### src/rtl/rar_pkg.sv
`timescale 1ns / 1ps
`default_nettype none
// ----------------------------------------------------------------------------
// rar_pkg: shared types and constants of the rational add-and-reduce block
// Widths of the operands, the exact intermediate values and the result fields,
// and the packed beat types of the input and result channels.
// ----------------------------------------------------------------------------
package rar_pkg;

    localparam int OPERAND_WIDTH   = 16;
    // Magnitudes of the unreduced numerator and denominator fit in 2W bits.
    localparam int MAG_WIDTH       = 2 * OPERAND_WIDTH;
    localparam int SUM_WIDTH       = 2 * OPERAND_WIDTH + 1;
    localparam int NUM_OUT_BITS    = 33;
    localparam int DEN_OUT_BITS    = 31;
    localparam int EXT_WIDTH       = (MAG_WIDTH > NUM_OUT_BITS) ? MAG_WIDTH : NUM_OUT_BITS;
    localparam int STEP_CNT_WIDTH  = $clog2(MAG_WIDTH);

    typedef struct packed {
        logic signed [OPERAND_WIDTH-1:0] num_a;
        logic signed [OPERAND_WIDTH-1:0] den_a;
        logic signed [OPERAND_WIDTH-1:0] num_b;
        logic signed [OPERAND_WIDTH-1:0] den_b;
    } rar_in_t;

    typedef struct packed {
        logic signed [NUM_OUT_BITS-1:0] sum_num;
        logic        [DEN_OUT_BITS-1:0] sum_den;
        logic                           den_error;
    } rar_out_t;

endpackage
`default_nettype wire

### src/rtl/rar_mul.sv
`timescale 1ns / 1ps
`default_nettype none
// ----------------------------------------------------------------------------
// rar_mul: shared signed multiplier with registered product
// One signed WIDTH x WIDTH product per cycle, registered and available in the cycle after its operands.
// ----------------------------------------------------------------------------
module rar_mul #(
    parameter int WIDTH = 16
) (
    input  wire logic                      aclk,
    input  wire logic signed [WIDTH-1:0]   op_a,
    input  wire logic signed [WIDTH-1:0]   op_b,
    output logic signed [2*WIDTH-1:0]      product
);

    always_ff @(posedge aclk) begin
        product <= op_a * op_b;
    end

endmodule
`default_nettype wire

### src/rtl/rar_sub.sv
`timescale 1ns / 1ps
`default_nettype none
// ----------------------------------------------------------------------------
// rar_sub: shared unsigned subtract-and-compare unit
// Gives op_a - op_b and a borrow that is set when op_a is less than op_b.
// ----------------------------------------------------------------------------
module rar_sub #(
    parameter int WIDTH = 33
) (
    input  wire logic [WIDTH-1:0] op_a,
    input  wire logic [WIDTH-1:0] op_b,
    output logic      [WIDTH-1:0] diff,
    output logic                  borrow
);

    assign {borrow, diff} = {1'b0, op_a} - {1'b0, op_b};

endmodule
`default_nettype wire

### src/rtl/rational_add_reduce_top.sv
`timescale 1ns / 1ps
`default_nettype none
// ----------------------------------------------------------------------------
// rational_add_reduce_top: adds two signed fractions and reduces the sum
// Forms (a*d + c*b)/(b*d) with one shared multiplier, finds the GCD of the
// magnitudes with a binary GCD on one shared subtractor, and divides both
// terms by it with a restoring divider on the same subtractor.
// ----------------------------------------------------------------------------
// Sequence: an input beat goes through the three products, the sum and the
//   magnitudes, the binary GCD (data dependent) and the two divisions; a zero
//   denominator gives its error result in the cycle after the input beat.
// Flow: one item at a time; s_ready is high only while idle, so a new item is
//   taken only once the result beat has been taken and the block is back in idle.
// Reset: synchronous active-low aresetn returns to idle and drops m_valid.
module rational_add_reduce_top
    import rar_pkg::*;
(
    input  wire logic     aclk,
    input  wire logic     aresetn,
    input  wire logic     s_valid,
    output logic          s_ready,
    input  wire rar_in_t  s_data,
    output logic          m_valid,
    input  wire logic     m_ready,
    output rar_out_t      m_data
);

    localparam int W  = OPERAND_WIDTH;
    localparam int MW = MAG_WIDTH;
    localparam int CW = STEP_CNT_WIDTH;

    typedef enum logic [3:0] {
        ST_IDLE, ST_MUL_AD, ST_MUL_CB, ST_MUL_BD, ST_PREP,
        ST_GCD, ST_DIV_N, ST_DIV_D, ST_OUT
    } state_t;

    state_t                  state_reg;
    rar_in_t                 in_reg;
    logic signed [2*W-1:0]   p_ad_reg;
    logic signed [SUM_WIDTH-1:0] n_reg;
    logic [MW-1:0]           nmag_reg;
    logic [MW-1:0]           mmag_reg;
    logic                    neg_reg;
    logic [MW-1:0]           x_reg;
    logic [MW-1:0]           y_reg;
    logic [CW-1:0]           k_reg;
    logic [MW-1:0]           g_reg;
    logic [MW-1:0]           rem_reg;
    logic [MW-1:0]           quo_reg;
    logic [MW-1:0]           qn_reg;
    logic [CW-1:0]           cnt_reg;
    logic                    m_valid_reg;
    rar_out_t                m_data_reg;

    // Shared multiplier.
    logic signed [W-1:0]     mul_a;
    logic signed [W-1:0]     mul_b;
    logic signed [2*W-1:0]   mul_p;

    always_comb begin
        unique case (state_reg)
            ST_MUL_CB: begin
                mul_a = in_reg.num_b;
                mul_b = in_reg.den_a;
            end
            ST_MUL_BD: begin
                mul_a = in_reg.den_a;
                mul_b = in_reg.den_b;
            end
            default: begin
                mul_a = in_reg.num_a;
                mul_b = in_reg.den_b;
            end
        endcase
    end

    rar_mul #(.WIDTH(W)) u_mul (
        .aclk    (aclk),
        .op_a    (mul_a),
        .op_b    (mul_b),
        .product (mul_p)
    );

    // Shared subtractor: compares x and y during the GCD, and makes the trial
    // subtraction of the divider otherwise.
    logic [MW:0]   div_r2;
    logic [MW:0]   sub_a;
    logic [MW:0]   sub_b;
    logic [MW:0]   sub_diff;
    logic          sub_borrow;

    assign div_r2 = {rem_reg, quo_reg[MW-1]};
    assign sub_a  = (state_reg == ST_GCD) ? {1'b0, x_reg} : div_r2;
    assign sub_b  = (state_reg == ST_GCD) ? {1'b0, y_reg} : {1'b0, g_reg};

    rar_sub #(.WIDTH(MW + 1)) u_sub (
        .op_a   (sub_a),
        .op_b   (sub_b),
        .diff   (sub_diff),
        .borrow (sub_borrow)
    );

    logic [MW-1:0] quo_step;
    logic [MW-1:0] rem_step;
    logic          div_last;

    assign quo_step = {quo_reg[MW-2:0], ~sub_borrow};
    assign rem_step = sub_borrow ? div_r2[MW-1:0] : sub_diff[MW-1:0];
    assign div_last = (cnt_reg == CW'(MW - 1));

    // Magnitudes and sign of the unreduced sum, valid in ST_PREP.
    logic signed [SUM_WIDTH-1:0] n_neg;
    logic signed [2*W-1:0]       m_neg;
    logic [MW-1:0]               nmag;
    logic [MW-1:0]               mmag;

    assign n_neg = -n_reg;
    assign m_neg = -mul_p;
    assign nmag  = n_reg[SUM_WIDTH-1] ? n_neg[MW-1:0] : n_reg[MW-1:0];
    assign mmag  = mul_p[2*W-1] ? m_neg : mul_p;

    // Result formatting from the two quotients.
    logic [EXT_WIDTH-1:0] qn_ext;
    logic [EXT_WIDTH-1:0] qd_ext;
    logic [EXT_WIDTH-1:0] sn_ext;

    assign qn_ext = EXT_WIDTH'(qn_reg);
    assign qd_ext = EXT_WIDTH'(quo_step);
    assign sn_ext = neg_reg ? -qn_ext : qn_ext;

    always_ff @(posedge aclk) begin
        if (!aresetn) begin
            state_reg   <= ST_IDLE;
            m_valid_reg <= 1'b0;
        end else begin
            unique case (state_reg)
                ST_IDLE: begin
                    if (s_valid) begin
                        in_reg <= s_data;
                        if (s_data.den_a == '0 || s_data.den_b == '0) begin
                            m_data_reg.sum_num   <= '0;
                            m_data_reg.sum_den   <= '0;
                            m_data_reg.den_error <= 1'b1;
                            m_valid_reg          <= 1'b1;
                            state_reg            <= ST_OUT;
                        end else begin
                            state_reg <= ST_MUL_AD;
                        end
                    end
                end
                ST_MUL_AD: begin
                    state_reg <= ST_MUL_CB;
                end
                ST_MUL_CB: begin
                    p_ad_reg  <= mul_p;
                    state_reg <= ST_MUL_BD;
                end
                ST_MUL_BD: begin
                    n_reg     <= SUM_WIDTH'(p_ad_reg) + SUM_WIDTH'(mul_p);
                    state_reg <= ST_PREP;
                end
                ST_PREP: begin
                    nmag_reg  <= nmag;
                    mmag_reg  <= mmag;
                    neg_reg   <= (n_reg != '0) && (n_reg[SUM_WIDTH-1] != mul_p[2*W-1]);
                    x_reg     <= nmag;
                    y_reg     <= mmag;
                    k_reg     <= '0;
                    state_reg <= ST_GCD;
                end
                ST_GCD: begin
                    // Binary GCD; y stays nonzero, so x reaching zero ends it.
                    if (x_reg == '0) begin
                        g_reg     <= y_reg << k_reg;
                        quo_reg   <= nmag_reg;
                        rem_reg   <= '0;
                        cnt_reg   <= '0;
                        state_reg <= ST_DIV_N;
                    end else if (!x_reg[0] && !y_reg[0]) begin
                        x_reg <= x_reg >> 1;
                        y_reg <= y_reg >> 1;
                        k_reg <= k_reg + 1'b1;
                    end else if (!x_reg[0]) begin
                        x_reg <= x_reg >> 1;
                    end else if (!y_reg[0]) begin
                        y_reg <= y_reg >> 1;
                    end else if (sub_borrow) begin
                        x_reg <= y_reg;
                        y_reg <= x_reg;
                    end else begin
                        // The difference of two odd values is even.
                        x_reg <= sub_diff[MW:1];
                    end
                end
                ST_DIV_N: begin
                    if (div_last) begin
                        qn_reg    <= quo_step;
                        quo_reg   <= mmag_reg;
                        rem_reg   <= '0;
                        cnt_reg   <= '0;
                        state_reg <= ST_DIV_D;
                    end else begin
                        cnt_reg <= cnt_reg + 1'b1;
                        quo_reg <= quo_step;
                        rem_reg <= rem_step;
                    end
                end
                ST_DIV_D: begin
                    cnt_reg <= cnt_reg + 1'b1;
                    quo_reg <= quo_step;
                    rem_reg <= rem_step;
                    if (div_last) begin
                        m_data_reg.sum_num   <= sn_ext[NUM_OUT_BITS-1:0];
                        m_data_reg.sum_den   <= qd_ext[DEN_OUT_BITS-1:0];
                        m_data_reg.den_error <= 1'b0;
                        m_valid_reg          <= 1'b1;
                        state_reg            <= ST_OUT;
                    end
                end
                ST_OUT: begin
                    if (m_ready) begin
                        m_valid_reg <= 1'b0;
                        state_reg   <= ST_IDLE;
                    end
                end
                default: begin
                    state_reg <= ST_IDLE;
                end
            endcase
        end
    end

    assign s_ready = (state_reg == ST_IDLE);
    assign m_valid = m_valid_reg;
    assign m_data  = m_data_reg;

    // A result beat and a new input beat are never offered together.
    a_one_item: assert property (@(posedge aclk) disable iff (!aresetn)
        m_valid |-> !s_ready)
        else $error("input ready while a result is pending");

    // An accepted input beat closes the input side on the next cycle.
    a_busy_after_accept: assert property (@(posedge aclk) disable iff (!aresetn)
        s_valid && s_ready |=> !s_ready)
        else $error("input still ready after an accepted beat");

    // An error result carries zero fields.
    a_error_zero: assert property (@(posedge aclk) disable iff (!aresetn)
        m_valid && m_data.den_error |-> (m_data.sum_num == '0) && (m_data.sum_den == '0))
        else $error("error result with nonzero fields");

    // The divider runs only with a nonzero divisor.
    a_divisor_nonzero: assert property (@(posedge aclk) disable iff (!aresetn)
        (state_reg == ST_DIV_N) || (state_reg == ST_DIV_D) |-> g_reg != '0)
        else $error("division by zero GCD");

endmodule
`default_nettype wire
### config.mk
export PLATFORM = sky130hd
export DESIGN_NAME = rational_add_reduce_top
export DESIGN_NICKNAME = d
export VERILOG_FILES = /design/src/rtl/rar_pkg.sv /design/src/rtl/rar_mul.sv /design/src/rtl/rar_sub.sv /design/src/rtl/rational_add_reduce_top.sv
export SDC_FILE = /design/constraint.sdc
export NUM_CORES = 2
export LEC_CHECK = 0
export BUFFER_PORTS_ARGS = -buffer_cell sky130_fd_sc_hd__buf_2
export CORE_ASPECT_RATIO = 1.25
export CORE_UTILIZATION = 60
export CTS_BUF_LIST = sky130_fd_sc_hd__clkbuf_16
export DETAILED_ROUTE_END_ITERATION = 7
export HOLD_SLACK_MARGIN = 0.12
export PLACE_DENSITY = 0.86
export SYNTH_ARGS = -nofsm -noshare
export SYNTH_HDL_FRONTEND = slang
export SYNTH_SLANG_ARGS = --single-unit
### constraint.sdc
create_clock -name aclk -period 19.1 [get_ports aclk]
set_clock_uncertainty 0.15 [all_clocks]
set_input_delay 1.91 -clock aclk [delete_from_list [all_inputs] [get_ports aclk]]
set_output_delay 1.91 -clock aclk [all_outputs]
set_load 0.03 [all_outputs]
=== After elaboration in Yosys (flattened, before gate mapping) ===
Index checks and enable logic that the tools add are counted.

* $lt $le $gt $ge: 0
* Divide/modulo/power cells: 0
* $add $sub $neg: 7
* Shifts and indexed selects: 1
* Multipliers: 1
* Muxes and demuxes: 48
* Bitwise logic cells: 1
* Equality and inequality tests: 21
* Reductions and logical operators: 29

{| class="wikitable"
|+ Operator list
! cell !! number
|-
| $mux 32 || 18
|-
| $mux 65 || 3
|-
| $pmux 32 s3 || 2
|-
| $pmux 65 s2 || 1
|-
| $pmux 32 s2 || 2
|-
| $mux 33 || 2
|-
| $neg 32->32 || 2
|-
| $pmux 4 s9 || 1
|-
| $sub 33x32->34 || 1
|-
| $add 32x32->33 || 1
|-
| $neg 32->33 || 1
|-
| $reduce_bool 33->1 || 1
|-
| $logic_not 16->1 || 2
|-
| $logic_not 32->1 || 1
|-
| $mul 16x16->32 || 1
|-
| $pmux 16 s2 || 1
|-
| $shl 32x5->32 || 1
|-
| $mux 4 || 6
|-
| $mux 5 || 4
|-
| $reduce_and 5->1 || 4
|-
| $eq 4x3->1 const B || 4
|-
| $mux 16 || 1
|-
| $pmux 5 s3 || 1
|-
| $reduce_and 3->1 || 5
|-
| 22 further kinds || 42
|}

* Input port bits: 68
* ROM bits: 0
* Logic and storage cells: 133
* Memory bits (writable): 0
* Flip-flop bits (word level): 498
* Output and inout port bits: 67
* Latch bits: 0
* Memories: 0

=== Longest topological paths before layout ===
* Depth after elaboration: 9
* Mapped depth: 30
* Mapped depth without buffers: 26

=== Modules after synthesis ===
A second synthesis with hierarchy kept.

* Cells, all modules: 3562
* Area, all modules: 36864.1 um2

{| class="wikitable"
|+ Modules (own cells, without submodules)
! module !! cells an instance !! instances !! area an instance (um2) !! seq. area each (um2)
|-
| rational_add_reduce_top || 2112 || 1 || 24202.0 || 13943.4
|-
| rar_mul || 1155 || 1 || 10628.9 || 640.6
|-
| rar_sub || 295 || 1 || 2033.2 || 0.0
|}

=== Worst setup path before layout ===
No wires, ideal clock.

* Path kind: reg2reg
* Start: register state_reg[3]
* End: register u_mul.product[31]
* Slack: 11193 ps
* Period minus slack after synthesis: 7907 ps
* Data required time: 18829 ps
* Setup time: 121 ps
* Stages on the path, launching flop included: 27
* Buffers on the path: 3
* Arrival time: 7636 ps
* Cell sequence: dfxtp_1 clkbuf_1 nor3b_1 nor2b_1 clkbuf_1 clkbuf_1 mux2_2 nand2_1 inv_1 fa_1 fa_1 fa_1 fa_1 fa_1 inv_1 fa_1 inv_1 ha_1 and2_1 o21a_1 o21a_1 o211ai_1 a21oi_1 a211o_1 a2111oi_0 o21ai_0 nor3b_1

* Longest elaborated chain between the ends: 3
* Elaborated cells on any way between the ends: 5
* Classes of those cells: mul (1); eq/ne (2); mux (2)

{| class="wikitable"
|+ RTL lines
! item !! line !! RTL
|-
| from (decl) || rational_add_reduce_top.sv:37 || <nowiki>state_t state_reg;</nowiki>
|-
| from (signal assigned) || rational_add_reduce_top.sv:133 || <nowiki>state_reg <= ST_IDLE;</nowiki>
|-
| from (signal assigned) || rational_add_reduce_top.sv:145 || <nowiki>state_reg <= ST_OUT;</nowiki>
|-
| from (signal assigned) || rational_add_reduce_top.sv:147 || <nowiki>state_reg <= ST_MUL_AD;</nowiki>
|-
| $eq 4x2->1 || rational_add_reduce_top.sv:61 || <nowiki>unique case (state_reg)</nowiki>
|-
| $pmux 16 s2 / $mux 16 (equally long branches) || rational_add_reduce_top.sv:61 ||
|-
| $mul 16x16->32 (*) || rar_mul.sv:17 || <nowiki>product <= op_a * op_b;</nowiki>
|-
| to (signal assigned) || rar_mul.sv:17 ||
|-
| to (decl) || rar_mul.sv:13 || <nowiki>output logic signed [2*WIDTH-1:0] product</nowiki>
|}

Mark *: on every way between the ends. The rest lies on a longest branch, timed or not.
A chain may end at the register's enable or synchronous reset.

=== Final worst setup path ===
* Start: register state_reg[1]
* End: register u_mul.product[31]

Same word-level chain as after synthesis.

==> summary.txt <==
Vias: 26,670
Ranking of synthesized cells by area: edfxtp_1, fa_1, ha_1
Post-route design area: 38,890 um2
Gpl congestion: 1.024
Syn Inst Count: 3,416
Crit Path Class: register to register
Syn_area_per_cell: 10.44 um2
Post-Syn Area: 35,680 um2
Tightest Pin Transition: 1241 ps
Slowest cell on the critical path: fa_1
NumNets Final: 3,975
CTS clk-pin slew, worst paths: 60 ps
Final antenna-violating net count: 0
Fin. max-slew vios: 0
Worst Path Required: 19,420 ps
Slowest stage delay, CP: 800 ps
H-tree level count: 2
DRT Pass-1 Iters: 8
Overflow after GRT: 0
Core area: 58,590 um2
Layout cells sized above 1: 0.09377
Status: complete, but fails checks
TritonCTS clock tree: done
Num Clock Sinks: 498
First-pass GRT wire length: 144,200 um
Initial antenna violation count: 1
Die H: 274.6 um
Post-synth top area cell: edfxtp_1
IO buf count: 134
Fin crit period: 8943 ps
RSZ-0062 raised after global routing: no
Die X-Extent: 220.1 um
Ys flop type: edfxtp_1
Max FFs per register: 65
Synth Register Bits: 498
CTS Hold Bufs: 0
WL per Instance: 21.64 um
IO Pins: 135
Final Hold Viols: 0
Violated checks: DRC
Residual DRC count: 15
Vias in the first global route: 27,410
F_max: 111.8 MHz
Cell seen most often among critical-path stages: fa_1
Synth-to-layout area growth: 8.999%
Clk buf depth: 3
Pin count of the biggest net entering global routing: 79
Register area share after synthesis: 0.4088
Period utilization: 0.4682
Synthesized Nets: 3,900
Drt first-iter violations: 2,615
Worst EP arrival: 9270 ps
Num rows: 99
Max_slew headroom: 0.1724
Root Driver: clkbuf_16
Setup Fix Bufs, Post-CTS: 0
Post-synth top area share: 0.3880
Cell area after placement: 37,120 um2
CTS buffer count: 50
Avg Vias per Cell: 6.222
CTS resizes: 0
Ant. Diodes: 0
Post-synth EDFFs: 461
TNS Setup: 0 ps
Syn. warnings: 0
Worst setup EP type: register
Unique cell type count in the Yosys netlist: 70
Total of max-cap violations: 0
Ys async rst share: 0
All-Layer GR Usage: 0.3105
Worst Hold Class: register to register
DIE AREA: 60,450 um2
Final setup violation count: 0
WL final: 92,770 um
CP Max Fanout: 49
Startpoint types: register
Final HPWL DP: 70,910 um
Worst-skew pair later-pin latency: 640 ps
Initial cell density of the core: 0.6089
-- worst paths after layout --
kind | start | endpoint | slack [ps] | cells after the start
min | quo_reg[23]$_DFFE_PP_ | qn_reg[24]$_DFFE_PP_ | 320 | 0
max | state_reg[1]$_SDFFE_PN0P_ | u_mul.product[31]$_DFF_P_ | 10160 | 25
min reg2reg | quo_reg[23]$_DFFE_PP_ | qn_reg[24]$_DFFE_PP_ | 320 | 0
max reg2reg | state_reg[1]$_SDFFE_PN0P_ | u_mul.product[31]$_DFF_P_ | 10160 | 25
-- worst max-delay path: cells and delay by family (launching register included) --
family          cells  cell delay (ps)
fa+ha+maj           7             3650
simple gates        5             1000
buf+inv             5             1000
compound gates      7             1870
flops               1              610
mux                 1              470
-- per-layer routing --
layer / vias to the layer above / track usage / part of all wire
met1: 13030 / 0.3395 / 0.35
li1: 12000 / - / -
met4: 0 / 0.1976 / 0.069
met5: - / 0 / 0
met3: 366 / 0.03958 / 0.069
met2: 1281 / 0.5652 / 0.51
-- cell families (layout without fill, tap and decap cells) --
| logic type | Yosys count | after routing | share of synthesized area |
|---|---|---|---|
| AND/OR/NAND/NOR | 1059 | 1059 | 0.1342 |
| AO/OA/AOI/OAI | 596 | 596 | 0.1031 |
| flip-flops | 498 | 498 | 0.4088 |
| buffers and inverters | 483 | 597 | 0.05082 |
| adder cells (fa/ha/maj) | 416 | 416 | 0.2015 |
| multiplexers | 188 | 188 | 0.05836 |
| XOR/XNOR | 176 | 176 | 0.04321 |
-- metrics by stage --
step,util,cells,setup WS [ps],hold WS [ps]
global route,0.6637,4287,9758,343.8
global placement,0.6336,4196,10540,310.3
floorplan,-,3416,11190,275.7
CTS,0.6637,4287,10260,322.1
finish,0.6637,4287,10160,324.1
detailed placement,0.6336,4196,10290,307.4
-- area by class of cell --
type                    instances  area, um2
clock buffers                  51       1276
clock inverters                40      488.0
fillers                      4339      19700
inverters                     330       1239
multi-input cells            2435      19360
flip-flops and latches        498      14590
well taps                     757      947.2
repair buffers                176      985.9
-- cells in the mapped netlist, drive strengths merged, types with 31 or more instances --
| library cell | count |
|---|---|
| a21o | 46 |
| a21oi | 201 |
| and3 | 48 |
| clkbuf | 131 |
| dfxtp | 37 |
| edfxtp | 461 |
| fa | 264 |
| ha | 152 |
| inv | 329 |
| mux2i | 154 |
| nand2 | 412 |
| nor2 | 341 |
| nor3 | 31 |
| nor3b | 36 |
| o21ai | 152 |
| o31ai | 38 |
| xnor2 | 111 |
| xor2 | 65 |
-- cells in the final DEF (no fill, tap or decap), types with 20 or more instances in the layout --
master	count
edfxtp_1	461
nand2_1	411
nor2_1	336
inv_1	332
fa_1	264
a21oi_1	200
mux2i_1	153
ha_1	152
o21ai_0	151
buf_2	134
xnor2_1	111
xor2_1	65
clkbuf_16	51
and3_1	48
a21o_1	46
buf_4	42
o31ai_1	36
dfxtp_1	36
nor3b_1	35
nand3_1	30
nor3_1	30
nor4_1	24
or3_1	24
nand2b_1	22
a211oi_1	21
mux2_2	20
Power is not shown: default switching activity piles up to over one toggle a cycle in this logic, so the estimate is an artifact.
